===== config.mk =====
export PLATFORM = sky130hd
export DESIGN_NAME = fir_filter_q15_circular
export DESIGN_NICKNAME = d
export VERILOG_FILES = /design/src/rtl/fqc_pkg.sv /design/src/rtl/fir_filter_q15_circular.sv /design/src/rtl/fqc_ram.sv /design/src/rtl/fqc_mac.sv
export SDC_FILE = /design/constraint.sdc
export NUM_CORES = 2
export LEC_CHECK = 0
export ABC_AREA = 1
export ABC_CLOCK_PERIOD_IN_PS = 6200
export BUFFER_PORTS_ARGS = -buffer_cell sky130_fd_sc_hd__buf_2
export CORE_UTILIZATION = 40
export CTS_CLUSTER_DIAMETER = 200
export CTS_CLUSTER_SIZE = 14
export DETAILED_ROUTE_END_ITERATION = 8
export PLACE_DENSITY_LB_ADDON = 0.15
export SLEW_MARGIN = 20
export SYNTH_ARGS = -nofsm -noshare
export SYNTH_HDL_FRONTEND = slang
export SYNTH_HIERARCHICAL = 1
export SYNTH_SLANG_ARGS = --single-unit

===== constraint.sdc =====
create_clock -name clk -period 6.2 [get_ports clk]
set_input_delay 0.31 -clock clk [delete_from_list [all_inputs] [get_ports clk]]
set_output_delay 0.31 -clock clk [all_outputs]
set_load 0.02 [all_outputs]

===== src/rtl/fqc_pkg.sv =====
// Shared constants and types for the circular-history Q15 FIR filter.
package fqc_pkg;

  // Field widths
  localparam int TAP_W      = 5;
  localparam int SAMPLE_W   = 16;
  localparam int NUM_TAPS_W = 6;
  localparam int ACC_W      = 32;
  localparam int PROD_W     = 2 * SAMPLE_W;
  localparam int IN_DATA_W  = 24;
  localparam int Q_SHIFT    = 15;

  // Defaults
  localparam int                    MAX_TAPS_DEFAULT = 32;
  localparam logic [NUM_TAPS_W-1:0] NUM_TAPS_RESET   = 6'd32;

  // Item kinds carried on tuser
  localparam logic OP_SAMPLE = 1'b0;
  localparam logic OP_COEF   = 1'b1;

  // Control from the sequencer to the multiply-accumulate unit
  typedef struct packed {
    logic clear;  // start a new sum
    logic issue;  // a memory read was issued this cycle
  } mac_ctrl_t;

endpackage


===== src/rtl/fir_filter_q15_circular.sv =====
// Direct-form Q15 FIR filter with circular sample history; top level and sequencer.
// A sample item is stored one place on in a circular history, then the filter output is
// summed one tap per cycle: coefficient k times the sample k places back, for the first
// num_taps taps (capped at MAX_TAPS). The next item is not taken until the result of a
// sample item has been loaded into the output register. The single multiply-accumulate
// unit reads one history entry and one coefficient per cycle from two memories; its output is
// accumulator bits 30..15 of a 32-bit wrapping sum. A coefficient item (tuser high) writes
// one tap and gives no result; a tap index at or above MAX_TAPS is dropped. History and
// coefficients read as zero after reset until written. num_taps resets to 32 and is to be
// written by the user through the cfg port only while the block is idle; the block itself
// does not enforce this.
module fir_filter_q15_circular #(
  parameter int MAX_TAPS = fqc_pkg::MAX_TAPS_DEFAULT
) (
  input  logic                              clk,
  input  logic                              rst,
  // Input items
  input  logic                              s_axis_tvalid,
  output logic                              s_axis_tready,
  input  logic [fqc_pkg::IN_DATA_W-1:0]     s_axis_tdata,  // tap_index[4:0], value[20:5], zero pad
  input  logic                              s_axis_tuser,  // op: 0 sample, 1 coefficient
  // Result items
  output logic                              m_axis_tvalid,
  input  logic                              m_axis_tready,
  output logic [fqc_pkg::SAMPLE_W-1:0]      m_axis_tdata,  // filtered_sample[15:0]
  // num_taps register
  input  logic                              cfg_valid,
  output logic                              cfg_ready,
  input  logic [fqc_pkg::NUM_TAPS_W-1:0]    cfg_data
);
  import fqc_pkg::*;

  localparam int AW = $clog2(MAX_TAPS);
  localparam int CW = $clog2(MAX_TAPS + 1);
  localparam int TW = (CW > NUM_TAPS_W) ? CW : NUM_TAPS_W;
  localparam int IW = ((AW > TAP_W) ? AW : TAP_W) + 1;

  localparam logic [1:0] ST_IDLE  = 2'd0;
  localparam logic [1:0] ST_RUN   = 2'd1;
  localparam logic [1:0] ST_DRAIN = 2'd2;

  logic [1:0]            state;
  logic [NUM_TAPS_W-1:0] num_taps;
  logic [AW-1:0]         wp;
  logic [AW-1:0]         wp_next;
  logic [AW-1:0]         pos;
  logic [CW-1:0]         k;
  logic [CW-1:0]         taps_eff;
  logic [TW-1:0]         num_taps_ext;
  logic [IW-1:0]         tap_ext;

  logic                  in_take;
  logic                  in_op;
  logic [TAP_W-1:0]      in_tap;
  logic [SAMPLE_W-1:0]   in_value;
  logic                  sample_we;
  logic                  coef_we;
  logic                  issue;
  logic                  load_out;

  mac_ctrl_t             mac_ctrl;
  logic [SAMPLE_W-1:0]   hist_rdata;
  logic [SAMPLE_W-1:0]   coef_rdata;
  logic [SAMPLE_W-1:0]   mac_result;
  logic                  mac_busy;

  // Input unpacking
  assign in_op    = s_axis_tuser;
  assign in_tap   = s_axis_tdata[TAP_W-1:0];
  assign in_value = s_axis_tdata[TAP_W +: SAMPLE_W];

  assign s_axis_tready = (state == ST_IDLE);
  assign in_take       = s_axis_tvalid & s_axis_tready;
  assign sample_we     = in_take & (in_op == OP_SAMPLE);
  assign tap_ext       = IW'(in_tap);
  assign coef_we       = in_take & (in_op == OP_COEF) & (tap_ext < IW'(MAX_TAPS));

  // Next write position, wrapping at the history length
  assign wp_next = (wp == AW'(MAX_TAPS - 1)) ? '0 : wp + AW'(1);

  // Tap count capped at the capacity
  assign num_taps_ext = TW'(num_taps);
  assign taps_eff     = (num_taps_ext > TW'(MAX_TAPS)) ? CW'(MAX_TAPS) : CW'(num_taps_ext);

  // Configuration register
  assign cfg_ready = 1'b1;
  always_ff @(posedge clk) begin
    if (rst) begin
      num_taps <= NUM_TAPS_RESET;
    end else if (cfg_valid & cfg_ready) begin
      num_taps <= cfg_data;
    end
  end

  assign issue    = (state == ST_RUN) && (k < taps_eff);
  assign load_out = (state == ST_DRAIN) && !mac_busy && (!m_axis_tvalid || m_axis_tready);

  // Sequencer
  always_ff @(posedge clk) begin
    if (rst) begin
      state <= ST_IDLE;
      wp    <= '0;
      pos   <= '0;
      k     <= '0;
    end else begin
      case (state)
        ST_IDLE: begin
          if (sample_we) begin
            wp    <= wp_next;
            pos   <= wp_next;
            k     <= '0;
            state <= ST_RUN;
          end
        end
        ST_RUN: begin
          if (issue) begin
            k   <= k + CW'(1);
            pos <= (pos == '0) ? AW'(MAX_TAPS - 1) : pos - AW'(1);
          end else begin
            state <= ST_DRAIN;
          end
        end
        ST_DRAIN: begin
          if (load_out) begin
            state <= ST_IDLE;
          end
        end
        default: state <= ST_IDLE;
      endcase
    end
  end

  // Result register
  always_ff @(posedge clk) begin
    if (rst) begin
      m_axis_tvalid <= 1'b0;
    end else if (load_out) begin
      m_axis_tvalid <= 1'b1;
    end else if (m_axis_tready) begin
      m_axis_tvalid <= 1'b0;
    end
  end

  always_ff @(posedge clk) begin
    if (load_out) begin
      m_axis_tdata <= mac_result;
    end
  end

  // Sample history
  fqc_ram #(
    .DEPTH (MAX_TAPS),
    .WIDTH (SAMPLE_W),
    .AW    (AW)
  ) u_hist (
    .clk   (clk),
    .rst   (rst),
    .we    (sample_we),
    .waddr (wp_next),
    .wdata (in_value),
    .re    (issue),
    .raddr (pos),
    .rdata (hist_rdata)
  );

  // Coefficient store
  fqc_ram #(
    .DEPTH (MAX_TAPS),
    .WIDTH (SAMPLE_W),
    .AW    (AW)
  ) u_coef (
    .clk   (clk),
    .rst   (rst),
    .we    (coef_we),
    .waddr (AW'(tap_ext)),
    .wdata (in_value),
    .re    (issue),
    .raddr (k[AW-1:0]),
    .rdata (coef_rdata)
  );

  // Multiply-accumulate
  assign mac_ctrl.clear = sample_we;
  assign mac_ctrl.issue = issue;

  fqc_mac u_mac (
    .clk    (clk),
    .rst    (rst),
    .ctrl   (mac_ctrl),
    .coef   (coef_rdata),
    .sample (hist_rdata),
    .result (mac_result),
    .busy   (mac_busy)
  );

endmodule


===== src/rtl/fqc_ram.sv =====
// Single-port-write, single-port-read memory with registered read and per-entry valid bits.
module fqc_ram #(
  parameter int DEPTH = 32,
  parameter int WIDTH = 16,
  parameter int AW    = 5
) (
  input  logic             clk,
  input  logic             rst,
  input  logic             we,
  input  logic [AW-1:0]    waddr,
  input  logic [WIDTH-1:0] wdata,
  input  logic             re,
  input  logic [AW-1:0]    raddr,
  output logic [WIDTH-1:0] rdata
);

  logic [WIDTH-1:0] mem [DEPTH];
  logic [DEPTH-1:0] valid;

  // Entries not yet written read as zero
  always_ff @(posedge clk) begin
    if (rst) begin
      valid <= '0;
    end else if (we) begin
      valid[waddr] <= 1'b1;
    end
  end

  // Write port
  always_ff @(posedge clk) begin
    if (we) begin
      mem[waddr] <= wdata;
    end
  end

  // Registered read port
  always_ff @(posedge clk) begin
    if (re) begin
      rdata <= valid[raddr] ? mem[raddr] : '0;
    end
  end

endmodule


===== src/rtl/fqc_mac.sv =====
// Two-stage multiply-accumulate unit: product register, then 32-bit wrapping accumulator.
module fqc_mac (
  input  logic                          clk,
  input  logic                          rst,
  input  fqc_pkg::mac_ctrl_t            ctrl,
  input  logic [fqc_pkg::SAMPLE_W-1:0]  coef,
  input  logic [fqc_pkg::SAMPLE_W-1:0]  sample,
  output logic [fqc_pkg::SAMPLE_W-1:0]  result,
  output logic                          busy
);
  import fqc_pkg::*;

  logic                     d_valid;
  logic                     p_valid;
  logic signed [PROD_W-1:0] product;
  logic [ACC_W-1:0]         acc;

  // Pipeline valid flags follow the memory read latency
  always_ff @(posedge clk) begin
    if (rst) begin
      d_valid <= 1'b0;
      p_valid <= 1'b0;
    end else begin
      d_valid <= ctrl.issue;
      p_valid <= d_valid;
    end
  end

  // Signed 16 x 16 product
  always_ff @(posedge clk) begin
    if (d_valid) begin
      product <= $signed(coef) * $signed(sample);
    end
  end

  // Accumulate modulo 2^32
  always_ff @(posedge clk) begin
    if (ctrl.clear) begin
      acc <= '0;
    end else if (p_valid) begin
      acc <= acc + ACC_W'(product);
    end
  end

  assign result = acc[Q_SHIFT +: SAMPLE_W];
  assign busy   = d_valid | p_valid;

endmodule

**Word level (Yosys, flattened, before mapping)**

Memories as Yosys holds them, arrays and structs flattened. A register that Yosys moved wholly into a read port is not among the register bits.
Cells that the tools add are included.

- Input bits: 36
- ROM bits: 0
- Memory bits (writable): 1024
- Bits in latches: 0
- Bits in registers: 171
- Memories kept: 2
- Output and inout port bits: 19

- Reduce and logical (&&, ||, !) cells: 17
- Bitwise operators: 8
- $mul: 1
- Divide/modulo/power cells: 0
- Eq/ne operators: 7
- Magnitude comparators: 9
- Shift-type cells: 0
- Mux-type cells: 27
- Add/sub/neg operators: 4

Memory list:

| name | words | width | read ports | clocked after memory_dff | wr ports | line | text |
|---|---|---|---|---|---|---|---|
| u_coef.mem | 32 | 16 | 1 | 1 | 1 | fqc_ram.sv:17 | `logic [WIDTH-1:0] mem [DEPTH];` |
| u_hist.mem | 32 | 16 | 1 | 1 | 1 | fqc_ram.sv:17 |  |

Operator list:

| kind | number |
|---|---|
| $or 32x32->32 | 2 |
| $add 32x32->32 | 1 |
| $mul 16x16->32 | 1 |
| $lt 5x6->1 const B | 5 |
| $mux 5 | 4 |
| $mux 6 | 3 |
| $pmux 6 s2 | 1 |
| $bmux 1 s5 | 2 |
| $demux 1 s5 | 2 |
| $ge 5x1->1 const B | 2 |
| $mux 1 | 10 |
| $pmux 5 s2 | 1 |
| $add 6x1->6 const B | 1 |
| $gt 6x6->1 const B | 1 |
| $lt 6x6->1 | 1 |
| $mux 2 | 3 |
| $ne 2x2->1 const B | 3 |
| $pmux 2 s3 | 1 |
| $reduce_and 3->1 | 2 |
| $add 5x1->5 const B | 1 |
| $eq 5x5->1 const B | 1 |
| $logic_and 1x1->1 | 5 |
| $logic_not 5->1 | 1 |
| $sub 5x1->5 const B | 1 |
| 11 further kinds | 18 |

**Longest topological paths before layout**

- Depth after elaboration: 7
- Mapped depth: 26

**Modules after synthesis**

Netlist, hierarchy kept.

By module, submodules not included:

| module | area each (sq um) | times used | cells each | seq. area each (sq um) |
|---|---|---|---|---|
| fqc_ram at u_coef | 23316.1 | 1 | 2203 | 16495.8 |
| fqc_ram at u_hist | 23301.1 | 1 | 2203 | 16495.8 |
| fqc_mac | 14645.3 | 1 | 1966 | 1591.5 |
| fir_filter_q15_circular | 1983.2 | 1 | 231 | 980.9 |

**Worst setup path after synthesis**

No wires, ideal clock.

- Path type: reg-to-reg
- From: register u_coef.rdata[15] (read register of u_coef.mem)
- To: register u_mac.product[30] (data pin)
- Path slack: 511 ps
- Cell stages (with the launch flop): 24
- Data required time: 5948 ps
- Arrival: 5437 ps
- Cells stage by stage: edfxtp_1 > clkbuf_1 > nand2_1 > fa_1 > inv_1 > fa_1 > inv_1 > fa_1 > fa_1 > inv_1 > fa_1 > inv_1 > fa_1 > inv_1 > ha_1 > nand2_1 > nor2_1 > nand2_1 > nor3_1 > nand2_1 > nand2_1 > inv_1 > nand2_1 > nand2_1

- Word-level cells in the longest chain between the ends: 1

RTL lines:

| element | line | text |
|---|---|---|
| from (decl) | fqc_ram.sv:14 | `output logic [WIDTH-1:0] rdata` |
| $mul 16x16->32 | fqc_mac.sv:32 | `product <= $signed(coef) * $signed(sample);` |
| to (signal assigned) | fqc_mac.sv:32 |  |
| to (decl) | fqc_mac.sv:15 | `logic signed [PROD_W-1:0] product;` |

Every way passes these cells.
A chain may end at the register's enable or synchronous reset.

**Worst setup path after layout**

Ends and elaborated chain as after synthesis.

==> results.cfg <==
[placement]
place_hpwl_mm = 105
preCtsSetupSlack_ns = 0.300
port-buffer-count = 50
gpl.final_weighted_congestion = 0.879

[die]
die-area_um2 = 160000
floorplan.initialDensity = 0.404
chipWidth_um = 400
boundaryPins = 55
fp-row-count = 145
coreArea_um2 = 157000
dieHeight_um = 400

[finish]
fillers = 15100
num-nets-final = 7027
drive_above_1_share = 0.0579
p_r_area_growth_vs_syn_pct = 8.99

[timing]
finalCritPeriodShare = 0.936
grt_setup_unrepaired = no
setup_tns_ns = 0
slew_headroom = 0.286
final.setup.worst_slack_ns = 0.395
finalWorstPathRequiredPeriod_ns = 5.80
report.final.hold_viol_count = 0
slew_violations = 0
fin_skew_ns = 0.0763
worst_pin_slew_ns = 1.07
maxClockFrequency_mhz = 172
setup_viol_count_final = 0

[clock_tree]
cts_htree_levels = 3
max-clock-path-buffers = 3
root_buffer = sky130_fd_sc_hd__clkbuf_16
clk-insertion-delay-late_ns = 0.76
worst_setup_hold_path_clk_slew_ns = 0.07
tritoncts.num_buffers = 97
cts_sinks = 1225
cts_tree = done

[routing]
wirelength_mm = 171
vias = 43700
drt_first_pass_iters = 6
wl_per_cell_um = 19.6
detail_route.iter0.violations = 3851
routed_via_density = 4.99
drtAntennaViolNets = 0
total_drc_errors_in_the_routed_layout = 0

[global_routing]
grtUsageMet1 = 0.305
grt_first_pass_wirelength_mm = 260
grt_use_met2 = 0.355
global_route.peak_usage_layer = met2
antenna_violations_before_repair = 4
largest_net_degree_at_the_start_of_global_routing = 148
grt_remaining_overflow = 0
grt_pass1_vias = 42100
met3_usage = 0.0230
gr-usage-all-layers = 0.216

[hold_path]
worstHoldPathType = in2reg
timing.hold.worst_path_depth = 1
worst_hold_path.endpoint = u_coef/mem[11][13]$_DFFE_PP_
hp-start = s_axis_tdata[18]

[setup_path]
highest_cell_delay_on_the_worst_timing_path_ns = 0.60
cp-end-kind = flip-flop
cp_num_buf_inv = 4
path_cells = nand2_1, inv_1, fa_1, buf_4, inv_1, fa_1, fa_1, fa_1, fa_1, fa_1, inv_1, ha_1, a21oi_1, o21ai_0, nor2_1, nor2_1, nor2_1, nand2_1, nand3_1, nand2_1
most_common_cell_on_crit_path = sky130_fd_sc_hd__fa_1
critPathTopFamily = adder cells
timing.critical_path.fanout_max = 7
worstReg2RegEnd = u_mac/product[30]$_DFFE_PP_
cp_data_required_time_ns = 6.69
critical_path_slowest_stage_cell = sky130_fd_sc_hd__fa_1
crit_type = reg2reg
critical_path.reg2reg.startpoint = u_coef/rdata[15]$_SDFFCE_PN0P_
worst_setup_path_start_kind = flip-flop
setup.reg_to_reg.worst_slack_ns = 0.40
worst-r2r-cell-count = 20
crit_arrival_ns = 6.30

[logic_synthesis]
synth_adder_area_share = 0.105
post_synth_and_or_nand_nor_area_fraction = 0.225
yosysWarnings = 6
synth_top_family_by_area = simple AND/OR/NAND/NOR gates
synth_ff_type = sky130_fd_sc_hd__edfxtp_1
yosysSeqAreaShare = 0.562
synth_async_sr_flop_share = 0
syn_nets = 7015
yosys_register_bits = 1225
post_synth_xor_area_fraction = 0.00692
postSynthCellCount = 6603
synth_compound_area_frac = 0.0197
synth.avg_cell_area_um2 = 9.58
synth_mux_area_frac = 0
post_synth_instance_area_um2 = 63200
synthDistinctLibCells = 49
synth_edf_count = 1103

[pwr]
power-per-cell-area_nw_per_um2 = 446
power.leakage_uw = 0.0298
clock_power_share = 0.195
power.switching_fraction = 0.420
power.ir.vdd_worst_v = 0.000765
p_switching_uw = 12900
share_comb_of_total_power = 0.481
p_int_uw = 17800
power_frac_seq = 0.324

[outcome]
run_status = finished, final reports clean

[run]
max_cap_violation_count = 0
[cells in the final DEF, fill, tap and decap left out, types with 4 or more instances in the layout]
master	synthesis	routed
sky130_fd_sc_hd__o21bai_1	8	8
sky130_fd_sc_hd__dlygate4sd3_1	0	22
sky130_fd_sc_hd__or2_2	8	8
sky130_fd_sc_hd__nor2_1	544	536
sky130_fd_sc_hd__a21o_1	10	10
sky130_fd_sc_hd__nand2_2	10	10
sky130_fd_sc_hd__dfxtp_4	0	4
sky130_fd_sc_hd__a31oi_1	4	4
sky130_fd_sc_hd__xor2_1	42	42
sky130_fd_sc_hd__o21ai_0	94	94
sky130_fd_sc_hd__nor3_2	4	4
sky130_fd_sc_hd__nor2_2	3	8
sky130_fd_sc_hd__nand2_1	2095	2095
sky130_fd_sc_hd__dfxtp_1	122	115
sky130_fd_sc_hd__buf_4	61	159
sky130_fd_sc_hd__nand4_1	16	16
sky130_fd_sc_hd__nand3_2	8	8
sky130_fd_sc_hd__o21ai_1	31	31
sky130_fd_sc_hd__clkbuf_16	0	97
sky130_fd_sc_hd__fa_1	257	256
sky130_fd_sc_hd__inv_2	10	8
sky130_fd_sc_hd__nand3_1	725	725
sky130_fd_sc_hd__a21oi_1	71	71
sky130_fd_sc_hd__diode_2	0	6
sky130_fd_sc_hd__nor3_1	35	35
sky130_fd_sc_hd__clkbuf_1	106	76
sky130_fd_sc_hd__inv_1	919	917
sky130_fd_sc_hd__ha_1	119	119
sky130_fd_sc_hd__clkinv_1	5	5
sky130_fd_sc_hd__edfxtp_1	1103	1103
sky130_fd_sc_hd__nor2_4	2	5
sky130_fd_sc_hd__buf_2	111	46
sky130_fd_sc_hd__buf_12	0	7
sky130_fd_sc_hd__xnor2_1	8	8
sky130_fd_sc_hd__nand3b_1	5	5
[power groups by stage]
stage	logic, µW	clock network, µW	registers, µW
3_5_place_dp	14900	0	10100
4_1_cts	15000	6160	9970
5_1_grt	16900	6430	9970
3_3_place_gp	14900	0	10100
6_report	14800	5990	9960
2_1_floorplan	10600	0	10000
[kinds of logic (layout without fill, tap and decap cells)]
family | Yosys count | count (layout)
DFF | 1225 | 1225
AOI/OAI and AO/OA | 231 | 231
adders and majority gates | 376 | 376
buffers and inverters | 1256 | 1349
xor gates and xnor gates | 50 | 50
other | 1 | 7
and+or+nand+nor | 3464 | 3464
[cells in the mapped netlist (32+ instances only)]
cell | instances | area share
sky130_fd_sc_hd__a21oi_1 | 71 | 0.0056
sky130_fd_sc_hd__buf_1 | 32 | 0.0019
sky130_fd_sc_hd__buf_2 | 111 | 0.0088
sky130_fd_sc_hd__buf_4 | 61 | 0.0072
sky130_fd_sc_hd__clkbuf_1 | 106 | 0.0063
sky130_fd_sc_hd__dfxtp_1 | 122 | 0.039
sky130_fd_sc_hd__edfxtp_1 | 1103 | 0.52
sky130_fd_sc_hd__fa_1 | 257 | 0.081
sky130_fd_sc_hd__ha_1 | 119 | 0.024
sky130_fd_sc_hd__inv_1 | 919 | 0.055
sky130_fd_sc_hd__nand2_1 | 2095 | 0.12
sky130_fd_sc_hd__nand3_1 | 725 | 0.057
sky130_fd_sc_hd__nor2_1 | 544 | 0.032
sky130_fd_sc_hd__nor3_1 | 35 | 0.0028
sky130_fd_sc_hd__o21ai_0 | 94 | 0.0074
sky130_fd_sc_hd__xor2_1 | 42 | 0.0058
[worst register-to-register path: stages, from the launching register on]
cell	delay, ns
sky130_fd_sc_hd__edfxtp_1	0.51
sky130_fd_sc_hd__nand2_1	0.16
sky130_fd_sc_hd__inv_1	0.10
sky130_fd_sc_hd__fa_1	0.60
sky130_fd_sc_hd__buf_4	0.17
sky130_fd_sc_hd__inv_1	0.06
sky130_fd_sc_hd__fa_1	0.56
sky130_fd_sc_hd__fa_1	0.46
sky130_fd_sc_hd__fa_1	0.56
sky130_fd_sc_hd__fa_1	0.42
sky130_fd_sc_hd__fa_1	0.51
sky130_fd_sc_hd__inv_1	0.05
sky130_fd_sc_hd__ha_1	0.34
sky130_fd_sc_hd__a21oi_1	0.29
sky130_fd_sc_hd__o21ai_0	0.21
sky130_fd_sc_hd__nor2_1	0.21
sky130_fd_sc_hd__nor2_1	0.06
sky130_fd_sc_hd__nor2_1	0.08
sky130_fd_sc_hd__nand2_1	0.08
sky130_fd_sc_hd__nand3_1	0.09
sky130_fd_sc_hd__nand2_1	0.05
[layout make-up]
| type | count | area [µm²] | area share |
|---|---|---|---|
| tap | 2058 | 2570 | 0.0374 |
| clock buffer | 173 | 2710 | 0.0394 |
| timing repair buffer | 234 | 1780 | 0.0259 |
| multi-input combinational | 4122 | 22600 | 0.327 |
| sequential | 1225 | 35600 | 0.516 |
| clock inverter | 7 | 159 | 0.00231 |
| inverter | 935 | 3530 | 0.0512 |
| antenna | 6 | 15.0 | 0.000218 |
[how the worst max path moves through the flow]
stage / cells past startpoint / end / start / slack [ns]
after floorplan: 23 / u_mac/product[30]$_DFFE_PP_ / u_coef/rdata[15]$_SDFFCE_PN0P_ / 0.51
after global placement: 22 / u_mac/product[30]$_DFFE_PP_ / u_coef/rdata[15]$_SDFFCE_PN0P_ / 0.33
after detailed placement: 22 / u_mac/product[30]$_DFFE_PP_ / u_coef/rdata[15]$_SDFFCE_PN0P_ / 0.30
after CTS: 22 / u_mac/product[30]$_DFFE_PP_ / u_coef/rdata[15]$_SDFFCE_PN0P_ / 0.27
after global routing: 21 / u_mac/product[30]$_DFFE_PP_ / u_coef/rdata[15]$_SDFFCE_PN0P_ / 0.0006
final: 20 / u_mac/product[30]$_DFFE_PP_ / u_coef/rdata[15]$_SDFFCE_PN0P_ / 0.40
[layer usage]
layer / routed length (µm) / up-vias
met2: 81100 / 1086
met5: 0 / -
met1: 77500 / 21400
met4: 4300 / 0
met3: 8470 / 206
li1: - / 21000
[through the flow]
step / instance area [µm²] / std cells / utilization / power (µW) / hold slack [ns]
after global placement: 65800 / 8551 / 0.420 / 25100 / 0.449
after detailed placement: 65800 / 8551 / 0.420 / 25100 / 0.458
after CTS: 68900 / 8753 / 0.440 / 31200 / 0.226
final: 68900 / 8760 / 0.440 / 30700 / 0.241
after floorplan: 63200 / 6603 / - / 20600 / 0.379
after global routing: 68900 / 8756 / 0.440 / 33300 / 0.248
[state kept, by name, indices dropped and copies added, names as in the netlist, 2 cells and up]
name,count
k,6
m_axis_tdata,16
num_taps,6
pos,5
state,2
u_coef/mem,512
u_coef/rdata,16
u_coef/valid,32
u_hist/mem,512
u_hist/rdata,16
u_hist/valid,32
u_mac/acc,31
u_mac/product,31
wp,5
[repair_timing]
item,4_1_cts,5_1_grt
hold endpoints to repair,32,0
gates resized for setup,0,1
hold buffers,22,0
endpoints found under the setup margin,0,3
buffers inserted,0,1
Power figures use the tool's default switching activity.
